$ cat src/hw/rtl/rrss_pkg.sv
package rrss_pkg;

	localparam int OFF_W = 64;
	localparam int BS_W  = 33;
	localparam int SC_W  = 9;
	localparam int SRV_W = 8;
	localparam int ST_W  = 2;

	localparam logic [SC_W-1:0] MAX_SERVERS = 9'd256;
	localparam int              MAX_CHUNKS  = 64;

	localparam logic [BS_W-1:0] BS_RESET = 33'd4194304;
	localparam logic [SC_W-1:0] SC_RESET = 9'd1;

	localparam logic [1:0] REG_BLOCK_SIZE   = 2'd0;
	localparam logic [1:0] REG_SERVER_COUNT = 2'd1;
	localparam logic [1:0] REG_START_INDEX  = 2'd2;

	localparam logic [ST_W-1:0] STAT_OK     = 2'd0;
	localparam logic [ST_W-1:0] STAT_EMPTY  = 2'd1;
	localparam logic [ST_W-1:0] STAT_REJECT = 2'd2;

	typedef enum logic [3:0] {
		ST_IDLE,
		ST_BLK_START,
		ST_BLK_WAIT,
		ST_CHECK,
		ST_RND_START,
		ST_RND_WAIT,
		ST_SI_START,
		ST_SI_WAIT,
		ST_MUL,
		ST_EMIT
	} state_t;

	typedef enum logic [1:0] {
		DIV_BLK,
		DIV_RND,
		DIV_SI
	} div_sel_t;

	typedef struct packed {
		logic     load;
		logic     emit_empty;
		logic     emit_reject;
		logic     div_start;
		div_sel_t div_sel;
		logic     cap_blk;
		logic     cap_rnd;
		logic     cap_si;
		logic     mul_start;
		logic     emit;
	} cmd_t;

	typedef struct packed {
		logic len_zero;
		logic reject;
		logic div_busy;
		logic mul_busy;
		logic last;
		logic wrap;
		logic full;
	} stat_t;

endpackage

$ cat src/hw/rtl/round_robin_stripe_splitter.sv
// Round robin stripe splitter.
// Slave stream carries one request per beat; master stream returns one beat
// per stripe chunk, tlast on the final beat of the request.
// Config port (cfg_we/cfg_index/cfg_data) writes block size, server count
// and first server; write only while no request is in flight.
// A zero-length request answers in the cycle after its beat with
// tuser = empty. Otherwise the first chunk costs three divisions
// (offset / block size, block / server count, first server / server count),
// a length check and a shift-add multiply before the first beat is valid.
// Each further chunk is presented in the cycle after the previous beat is
// taken. A too-long request answers after the block division and the length
// check with tuser = reject.
// Divisions run one bit a cycle in a single shared divider.
// When the offset wraps past 2^64 mid-request the block and round divisions
// and the multiply are redone before the next chunk; a request
// stops after 64 chunk beats.
// One request is handled at a time: s_tready is high only while idle.
// A stalled master holds the beat; no state advances until it is taken.
// Reset returns to idle and restores the register defaults.
module round_robin_stripe_splitter
	import rrss_pkg::*;
(
	input  logic          clk,
	input  logic          arst_n,
	input  logic          cfg_we,
	input  logic [1:0]    cfg_index,
	input  logic [32:0]   cfg_data,
	input  logic          s_tvalid,
	output logic          s_tready,
	input  logic [127:0]  s_tdata,  // request_offset, request_length
	output logic          m_tvalid,
	input  logic          m_tready,
	output logic [175:0]  m_tdata,  // server_index, chunk_length, local_offset, block_number
	output logic [1:0]    m_tuser,  // status
	output logic          m_tlast
);

	cmd_t  cmd;
	stat_t stat;

	rrss_ctrl u_ctrl (
		.clk      (clk),
		.arst_n   (arst_n),
		.s_tvalid (s_tvalid),
		.s_tready (s_tready),
		.m_tvalid (m_tvalid),
		.m_tready (m_tready),
		.stat     (stat),
		.cmd      (cmd)
	);

	rrss_dp u_dp (
		.clk       (clk),
		.arst_n    (arst_n),
		.cfg_we    (cfg_we),
		.cfg_index (cfg_index),
		.cfg_data  (cfg_data),
		.s_tdata   (s_tdata),
		.cmd       (cmd),
		.stat      (stat),
		.m_tdata   (m_tdata),
		.m_tuser   (m_tuser),
		.m_tlast   (m_tlast)
	);

endmodule

$ cat src/hw/rtl/rrss_div.sv
module rrss_div
	import rrss_pkg::*;
(
	input  logic            clk,
	input  logic            arst_n,
	input  logic            start,
	input  logic [OFF_W-1:0] dividend,
	input  logic [BS_W-1:0]  divisor,
	output logic            busy,
	output logic [OFF_W-1:0] quot,
	output logic [BS_W-1:0]  rem
);

	localparam int CNT_W = $clog2(OFF_W + 1);

	logic [CNT_W-1:0] cnt_q;
	logic [OFF_W-1:0] dvd_q;
	logic [BS_W-1:0]  rem_q;
	logic [BS_W-1:0]  dsr_q;
	logic [BS_W:0]    trial;
	logic             ge;

	// one quotient bit per cycle, restoring
	always_comb begin
		trial = {rem_q, dvd_q[OFF_W-1]};
		ge    = trial >= {1'b0, dsr_q};
	end

	always_ff @(posedge clk or negedge arst_n) begin
		if (!arst_n) begin
			cnt_q <= '0;
		end else if (start) begin
			cnt_q <= CNT_W'(OFF_W);
		end else if (cnt_q != '0) begin
			cnt_q <= cnt_q - 1'b1;
		end
	end

	always_ff @(posedge clk) begin
		if (start) begin
			dvd_q <= dividend;
			rem_q <= '0;
			dsr_q <= divisor;
		end else if (cnt_q != '0) begin
			dvd_q <= {dvd_q[OFF_W-2:0], ge};
			rem_q <= ge ? BS_W'(trial - {1'b0, dsr_q}) : trial[BS_W-1:0];
		end
	end

	assign busy = cnt_q != '0;
	assign quot = dvd_q;
	assign rem  = rem_q;

endmodule

$ cat src/hw/rtl/rrss_dp.sv
module rrss_dp
	import rrss_pkg::*;
(
	input  logic          clk,
	input  logic          arst_n,
	input  logic          cfg_we,
	input  logic [1:0]    cfg_index,
	input  logic [BS_W-1:0] cfg_data,
	input  logic [127:0]  s_tdata,
	input  cmd_t          cmd,
	output stat_t         stat,
	output logic [175:0]  m_tdata,
	output logic [ST_W-1:0] m_tuser,
	output logic          m_tlast
);

	localparam int MUL_CNT_W = $clog2(BS_W + 1);
	localparam int LIM_W     = BS_W + 6;
	localparam int NCH_W     = $clog2(MAX_CHUNKS + 1);

	logic [BS_W-1:0]  cfg_bs_q;
	logic [SC_W-1:0]  cfg_sc_q;
	logic [SRV_W-1:0] cfg_si_q;

	logic [BS_W-1:0] bs;
	logic [SC_W-1:0] sc;

	logic [OFF_W-1:0] rem_len_q;
	logic [OFF_W-1:0] cur_off_q;
	logic [OFF_W-1:0] blk_q;
	logic [BS_W-1:0]  disp_q;
	logic [SC_W-1:0]  mod_q;
	logic [SRV_W-1:0] si_q;
	logic [NCH_W-1:0] nchunk_q;

	logic [OFF_W-1:0]     acc_q;
	logic [OFF_W-1:0]     mcand_q;
	logic [BS_W-1:0]      mplier_q;
	logic [MUL_CNT_W-1:0] mcnt_q;

	logic [SRV_W-1:0] srv_q;
	logic [BS_W-1:0]  clen_q;
	logic [OFF_W-1:0] loc_q;
	logic [OFF_W-1:0] oblk_q;
	logic [ST_W-1:0]  status_q;
	logic             last_q;
	logic             wrap_q;

	logic [OFF_W-1:0] div_dvd;
	logic [BS_W-1:0]  div_dsr;
	logic             div_busy;
	logic [OFF_W-1:0] div_quot;
	logic [BS_W-1:0]  div_rem;

	logic [BS_W-1:0]  room;
	logic [BS_W-1:0]  clen;
	logic [OFF_W-1:0] new_rem;
	logic [OFF_W:0]   new_off;
	logic [SC_W-1:0]  srv_sum;
	logic [SC_W-1:0]  srv;
	logic [SC_W-1:0]  mod_inc;
	logic [OFF_W-1:0] first_len;
	logic [OFF_W-1:0] rest;
	logic [LIM_W-1:0] lim;
	logic [OFF_W-1:0] in_off;
	logic [OFF_W-1:0] in_len;

	assign in_off = s_tdata[63:0];
	assign in_len = s_tdata[127:64];

	always_comb begin
		bs = (cfg_bs_q == '0) ? BS_W'(1) : cfg_bs_q;
		if (cfg_sc_q == '0) begin
			sc = SC_W'(1);
		end else if (cfg_sc_q > MAX_SERVERS) begin
			sc = MAX_SERVERS;
		end else begin
			sc = cfg_sc_q;
		end
	end

	always_ff @(posedge clk or negedge arst_n) begin
		if (!arst_n) begin
			cfg_bs_q <= BS_RESET;
			cfg_sc_q <= SC_RESET;
			cfg_si_q <= '0;
		end else if (cfg_we) begin
			case (cfg_index)
				REG_BLOCK_SIZE:   cfg_bs_q <= cfg_data;
				REG_SERVER_COUNT: cfg_sc_q <= cfg_data[SC_W-1:0];
				REG_START_INDEX:  cfg_si_q <= cfg_data[SRV_W-1:0];
				default: ;
			endcase
		end
	end

	always_comb begin
		case (cmd.div_sel)
			DIV_BLK: begin
				div_dvd = cur_off_q;
				div_dsr = bs;
			end
			DIV_RND: begin
				div_dvd = blk_q;
				div_dsr = BS_W'(sc);
			end
			DIV_SI: begin
				div_dvd = OFF_W'(cfg_si_q);
				div_dsr = BS_W'(sc);
			end
			default: begin
				div_dvd = cur_off_q;
				div_dsr = bs;
			end
		endcase
	end

	rrss_div u_div (
		.clk      (clk),
		.arst_n   (arst_n),
		.start    (cmd.div_start),
		.dividend (div_dvd),
		.divisor  (div_dsr),
		.busy     (div_busy),
		.quot     (div_quot),
		.rem      (div_rem)
	);

	always_comb begin
		room      = bs - disp_q;
		clen      = (rem_len_q < OFF_W'(room)) ? rem_len_q[BS_W-1:0] : room;
		new_rem   = rem_len_q - OFF_W'(clen);
		new_off   = {1'b0, cur_off_q} + (OFF_W+1)'(clen);
		srv_sum   = SC_W'(si_q) + mod_q;
		srv       = (srv_sum >= sc) ? srv_sum - sc : srv_sum;
		mod_inc   = mod_q + 1'b1;
		first_len = (rem_len_q < OFF_W'(room)) ? rem_len_q : OFF_W'(room);
		rest      = rem_len_q - first_len;
		lim       = LIM_W'(bs) * LIM_W'(MAX_CHUNKS - 1);
	end

	always_ff @(posedge clk or negedge arst_n) begin
		if (!arst_n) begin
			mcnt_q <= '0;
		end else if (cmd.mul_start) begin
			mcnt_q <= MUL_CNT_W'(BS_W);
		end else if (mcnt_q != '0) begin
			mcnt_q <= mcnt_q - 1'b1;
		end
	end

	always_ff @(posedge clk) begin
		if (cmd.load) begin
			rem_len_q <= in_len;
			cur_off_q <= in_off;
			nchunk_q  <= '0;
		end
		if (cmd.cap_blk) begin
			blk_q  <= div_quot;
			disp_q <= div_rem;
		end
		if (cmd.cap_rnd) begin
			mcand_q <= div_quot;
			mod_q   <= div_rem[SC_W-1:0];
		end
		if (cmd.cap_si) begin
			si_q <= div_rem[SRV_W-1:0];
		end
		// round * block size, shift and add
		if (cmd.mul_start) begin
			acc_q    <= '0;
			mplier_q <= bs;
		end else if (mcnt_q != '0) begin
			acc_q    <= mplier_q[0] ? acc_q + mcand_q : acc_q;
			mcand_q  <= {mcand_q[OFF_W-2:0], 1'b0};
			mplier_q <= mplier_q >> 1;
		end
		if (cmd.emit) begin
			srv_q     <= srv[SRV_W-1:0];
			clen_q    <= clen;
			loc_q     <= acc_q + OFF_W'(disp_q);
			oblk_q    <= blk_q;
			status_q  <= STAT_OK;
			last_q    <= new_rem == '0;
			wrap_q    <= new_off[OFF_W];
			rem_len_q <= new_rem;
			cur_off_q <= new_off[OFF_W-1:0];
			nchunk_q  <= nchunk_q + 1'b1;
			blk_q     <= blk_q + 1'b1;
			disp_q    <= '0;
			if (mod_inc == sc) begin
				mod_q <= '0;
				acc_q <= acc_q + OFF_W'(bs);
			end else begin
				mod_q <= mod_inc;
			end
		end else if (cmd.emit_empty || cmd.emit_reject) begin
			srv_q    <= '0;
			clen_q   <= '0;
			loc_q    <= '0;
			oblk_q   <= '0;
			status_q <= cmd.emit_empty ? STAT_EMPTY : STAT_REJECT;
			last_q   <= 1'b1;
			wrap_q   <= 1'b0;
		end
	end

	always_comb begin
		stat.len_zero = in_len == '0;
		stat.reject   = rest > OFF_W'(lim);
		stat.div_busy = div_busy;
		stat.mul_busy = mcnt_q != '0;
		stat.last     = last_q;
		stat.wrap     = wrap_q;
		stat.full     = nchunk_q == NCH_W'(MAX_CHUNKS);
	end

	assign m_tdata = {7'b0, oblk_q, loc_q, clen_q, srv_q};
	assign m_tuser = status_q;
	assign m_tlast = last_q;

endmodule

$ cat src/hw/rtl/rrss_ctrl.sv
module rrss_ctrl
	import rrss_pkg::*;
(
	input  logic  clk,
	input  logic  arst_n,
	input  logic  s_tvalid,
	output logic  s_tready,
	output logic  m_tvalid,
	input  logic  m_tready,
	input  stat_t stat,
	output cmd_t  cmd
);

	state_t state_q, state_d;
	logic   first_q, first_d;

	always_ff @(posedge clk or negedge arst_n) begin
		if (!arst_n) begin
			state_q <= ST_IDLE;
			first_q <= 1'b0;
		end else begin
			state_q <= state_d;
			first_q <= first_d;
		end
	end

	always_comb begin
		state_d = state_q;
		first_d = first_q;
		case (state_q)
			ST_IDLE: begin
				if (s_tvalid) begin
					state_d = stat.len_zero ? ST_EMIT : ST_BLK_START;
					first_d = 1'b1;
				end
			end
			ST_BLK_START: state_d = ST_BLK_WAIT;
			ST_BLK_WAIT: begin
				if (!stat.div_busy) state_d = first_q ? ST_CHECK : ST_RND_START;
			end
			ST_CHECK:     state_d = stat.reject ? ST_EMIT : ST_RND_START;
			ST_RND_START: state_d = ST_RND_WAIT;
			ST_RND_WAIT: begin
				if (!stat.div_busy) state_d = first_q ? ST_SI_START : ST_MUL;
			end
			ST_SI_START: state_d = ST_SI_WAIT;
			ST_SI_WAIT: begin
				if (!stat.div_busy) begin
					state_d = ST_MUL;
					first_d = 1'b0;
				end
			end
			ST_MUL: begin
				if (!stat.mul_busy) state_d = ST_EMIT;
			end
			ST_EMIT: begin
				if (m_tready) begin
					if (stat.last || stat.full) begin
						state_d = ST_IDLE;
					end else if (stat.wrap) begin
						state_d = ST_BLK_START;
					end
				end
			end
			default: state_d = ST_IDLE;
		endcase
	end

	always_comb begin
		cmd      = '0;
		s_tready = 1'b0;
		m_tvalid = 1'b0;
		case (state_q)
			ST_IDLE: begin
				s_tready = 1'b1;
				if (s_tvalid) begin
					cmd.emit_empty = stat.len_zero;
					cmd.load       = !stat.len_zero;
				end
			end
			ST_BLK_START: begin
				cmd.div_start = 1'b1;
				cmd.div_sel   = DIV_BLK;
			end
			ST_BLK_WAIT: cmd.cap_blk = !stat.div_busy;
			ST_CHECK:    cmd.emit_reject = stat.reject;
			ST_RND_START: begin
				cmd.div_start = 1'b1;
				cmd.div_sel   = DIV_RND;
			end
			ST_RND_WAIT: begin
				cmd.cap_rnd   = !stat.div_busy;
				cmd.mul_start = !stat.div_busy && !first_q;
			end
			ST_SI_START: begin
				cmd.div_start = 1'b1;
				cmd.div_sel   = DIV_SI;
			end
			ST_SI_WAIT: begin
				cmd.cap_si    = !stat.div_busy;
				cmd.mul_start = !stat.div_busy;
			end
			ST_MUL: cmd.emit = !stat.mul_busy;
			ST_EMIT: begin
				m_tvalid = 1'b1;
				cmd.emit = m_tready && !stat.last && !stat.full && !stat.wrap;
			end
			default: ;
		endcase
	end

endmodule

$ cat config.mk
export PLATFORM = sky130hd
export DESIGN_NAME = round_robin_stripe_splitter
export DESIGN_NICKNAME = d
export VERILOG_FILES = /design/src/hw/rtl/rrss_pkg.sv /design/src/hw/rtl/round_robin_stripe_splitter.sv /design/src/hw/rtl/rrss_div.sv /design/src/hw/rtl/rrss_dp.sv /design/src/hw/rtl/rrss_ctrl.sv
export SDC_FILE = /design/constraint.sdc
export NUM_CORES = 2
export LEC_CHECK = 0
export BUFFER_PORTS_ARGS = -buffer_cell sky130_fd_sc_hd__clkbuf_2
export CORE_MARGIN = 2
export CORE_UTILIZATION = 25
export CTS_CLUSTER_DIAMETER = 40
export DETAILED_ROUTE_END_ITERATION = 10
export PLACE_DENSITY = 0.43
export SYNTH_ARGS = -nofsm -noshare
export SYNTH_HDL_FRONTEND = slang
export SYNTH_SLANG_ARGS = --single-unit
$ cat constraint.sdc
create_clock -name clk -period 32 [get_ports clk]
set_input_delay 6.4 -clock clk [delete_from_list [all_inputs] [get_ports clk]]
set_output_delay 6.4 -clock clk [all_outputs]
set_load 0.005 [all_outputs]
==> impl_metrics.ini <==
[global_route]
gr-total-overflow = 0
globalRoute.busiestLayer = met2
grt_pass1_vias = 46730
grt_antenna_before_repair = 19
gr-usage-met3 = 0.0269
use_met2 = 0.326
grt_max_degree = 142
track_usage = 0.198
grt_pass1_wl_um = 328000
met1_usage = 0.266

[job]
maxCapViolations = 0

[setup_path]
slowest_stage = nor4_1
rr_startpoint = u_dp.cfg_bs_q[28]
r2r_cells = 55
cp_max_fo = 68
crit_arrival_ps = 16610
cp-start-kind = register
timing.rr.end = u_dp.loc_q[32]
crit_family = compound AO/OA/AOI/OAI gates
critical_path_class = register to register
slowest_delay_ps = 1080
worstPathRequired_ps = 32410
regToRegSetupSlack_ps = 15800
critical_path_buf_inv_count = 8
critPathCaptureType = register

[clock_tree]
cts-buffers-inserted = 182
root_buffer = clkbuf_16
cts.sinks = 781
cts_setup_buffers = 0
clk_pin_slew_ps = 60
clk_path_buf_depth = 3
insertion_delay_ps = 850
cts_hold_buffers = 0
cts_max_level = 4
cts_tree = built
cts_resized = 0

[layout]
final_net_count = 7049
final_util = 0.304
drive_above_1_share = 0.131
area_growth_pct = 20.7
fill_cells = 23012

[sta]
tns_ps = 0
drv_slew = 0
fmax_mhz = 61.7
slew_headroom = 0.171
fin_ws_ps = 15800
rsz0062_at_grt = false
min_period_ps = 16200
hold_viol_final = 0
worst_slew_pin_slew_ps = 1230
final-setup-viol-count = 0
fin_crit_sh = 0.506
fin_worst_skew_ps = 82.2

[synth]
synth_warnings = 0
syn-cell-area_um2 = 55300
synth_seq_area_share = 0.383
syn_avg_cell_area_um2 = 9.13
async_flop_share = 0.0871
netlist_instances = 6054
synth_edf_count = 517
synth_cell_type_count = 103
ys_ff_latch = 781
synth_flop_cell = edfxtp_1

[die]
dieArea_um2 = 225000
start_util = 0.252
row_count = 172
fp.dieW_um = 474
die_y_um = 474
io_pins = 349
coreArea_um2 = 220000

[routing]
wl_per_cell_um = 24.0
dr.pass1.iters = 6
wl_um = 228000
viasPerCell = 4.98
drtAntennaViolNets = 0
initialDrtViolationCount = 3614
drc_errors = 0
via_count = 47311

[placement]
place_congestion = 0.920
place_ws_ps = 15710
port_buffers = 341
dp_hpwl_um = 181000

[power]
ir_drop_v = 0.0000821
power.density_nw_per_um2 = 92.5
p_leak_uw = 0.0272

[min_path]
holdPathStages = 2
min_to = u_dp.mcand_q[32]
hold_path_startpoint = u_dp.mcand_q[31]
hold_class = register to register

[outcome]
outcome = finished clean
-- metal layers --
metal | part of all wire | vias up | wire, um
met1 | 0.45 | 23052 | 103000
li1 | - | 22537 | -
met3 | 0.051 | 301 | 11700
met5 | 0.000057 | - | 13
met4 | 0.034 | 2 | 7830
met2 | 0.46 | 1419 | 106000
-- placed cells by master (no fill, tap or decap), types with 21 or more instances in the layout --
cell,synthesis,layout
a21o_1,189,189
or3_1,38,38
nor4_1,59,57
xor2_1,219,219
a211oi_1,42,42
edfxtp_1,517,517
nor2_1,549,546
ha_1,402,401
nor2b_1,70,70
nor3_1,85,83
clkinvlp_4,0,21
o31ai_1,24,24
o22ai_1,32,32
xnor2_1,219,219
nand2b_1,51,51
o21ai_0,422,421
and3_1,59,59
mux2i_1,114,114
dfrtp_1,66,66
a221oi_1,59,59
clkbuf_16,0,187
nand4_1,80,80
inv_1,280,279
fa_1,103,103
nand2_1,713,708
a31oi_1,30,30
and2_1,89,88
clkinv_2,0,27
mux2_2,55,55
buf_4,7,64
clkinv_4,0,26
o21a_1,54,54
dfxtp_1,196,196
nand3_1,132,131
clkbuf_2,0,340
o21bai_1,55,55
a21oi_1,477,476
-- worst register-to-register path, delay by kind of cell, from the launching register on --
| family | cells | cell delay [ps] |
|---|---|---|
| DFF | 1 | 540 |
| and+or+nand+nor | 15 | 4850 |
| AOI/OAI and AO/OA | 24 | 4950 |
| xor gates and xnor gates | 2 | 530 |
| muxes | 1 | 350 |
| buffers and inverters | 8 | 2970 |
| adders and majority gates | 5 | 1550 |
-- power by group --
part           total (uW)  switching [uW]  internal [uW]
Clock                1940             689           1250
Combinational        2970            1810           1160
Sequential           1260             102           1160
-- cell usage after synthesis, types with 38 or more instances --
| master | instances | area [um^2] |
|---|---|---|
| nand2_1 | 713 | 2680 |
| nor2_1 | 549 | 2060 |
| edfxtp_1 | 517 | 15500 |
| a21oi_1 | 477 | 2390 |
| o21ai_0 | 422 | 2110 |
| ha_1 | 402 | 5030 |
| inv_1 | 280 | 1050 |
| clkbuf_1 | 244 | 916 |
| xnor2_1 | 219 | 1920 |
| xor2_1 | 219 | 1920 |
| dfxtp_1 | 196 | 3920 |
| a21o_1 | 189 | 1420 |
| nand3_1 | 132 | 661 |
| mux2i_1 | 114 | 1140 |
| fa_1 | 103 | 2060 |
| and2_1 | 89 | 557 |
| nor3_1 | 85 | 425 |
| nand4_1 | 80 | 500 |
| nor2b_1 | 70 | 438 |
| dfrtp_1 | 66 | 1650 |
| a221oi_1 | 59 | 517 |
| and3_1 | 59 | 369 |
| nor4_1 | 59 | 369 |
| mux2_2 | 55 | 619 |
| o21bai_1 | 55 | 413 |
| o21a_1 | 54 | 405 |
| nand2b_1 | 51 | 319 |
| a211oi_1 | 42 | 315 |
| or3_1 | 38 | 238 |
-- registers in the layout (all words and copies together), names as in the netlist, 64 cells and up --
name and cells:
u_dp.rem_len_q 64, u_dp.acc_q 64, u_dp.mcand_q 64, u_dp.loc_q 64, u_dp.oblk_q 64, u_dp.u_div.quot 64, u_dp.blk_q 64, u_dp.cur_off_q 64
-- per-stage QoR --
| stage | instances | total power, uW | cell area (um^2) | hold WS (ps) |
|---|---|---|---|---|
| final | 9499 | 6170 | 66700 | 483 |
| after global routing | 9495 | 6590 | 66700 | 513 |
| after CTS | 9495 | 6210 | 66700 | 483 |
| after detailed placement | 9150 | 4220 | 60200 | 484 |
| after global placement | 9150 | 4220 | 60200 | 480 |
| after floorplan | 6060 | 3230 | 55300 | 451 |
-- worst max path at each step --
stage	start	end	slack [ps]	cells past startpoint
2_1_floorplan	s_tdata[92]	u_dp.cur_off_q[0]	15150	4
3_3_place_gp	u_dp.cfg_bs_q[30]	u_dp.clen_q[21]	15630	55
3_5_place_dp	u_dp.cfg_bs_q[28]	u_dp.loc_q[19]	15710	55
4_1_cts	u_dp.cfg_bs_q[28]	u_dp.loc_q[33]	15590	55
5_1_grt	u_dp.cfg_bs_q[28]	u_dp.loc_q[19]	14480	54
6_report	u_dp.cfg_bs_q[28]	u_dp.loc_q[32]	15800	55
-- kinds of logic after synthesis --
family	count (synthesis)	share of synthesized area
buffers and inverters	555	0.0392
multiplexers	169	0.0319
flip-flops	781	0.383
XOR/XNOR	439	0.0697
adder cells (fa/ha/maj)	505	0.128
AND/OR/NAND/NOR	2018	0.169
other	1	0.0000678
AO/OA/AOI/OAI	1586	0.179
-- final cells by class --
cell class | count | area, um^2 | share of cell area
flip-flops and latches | 781 | 21200 | 0.317
clock inverters | 136 | 1680 | 0.0252
multi-input cells | 4724 | 32100 | 0.481
inverters | 282 | 1060 | 0.0159
diodes | 4 | 10.0 | 0.000150
clock buffers | 209 | 4810 | 0.0721
well taps | 2958 | 3700 | 0.0555
repair buffers | 405 | 2200 | 0.0330
Power figures use the tool's default switching activity.
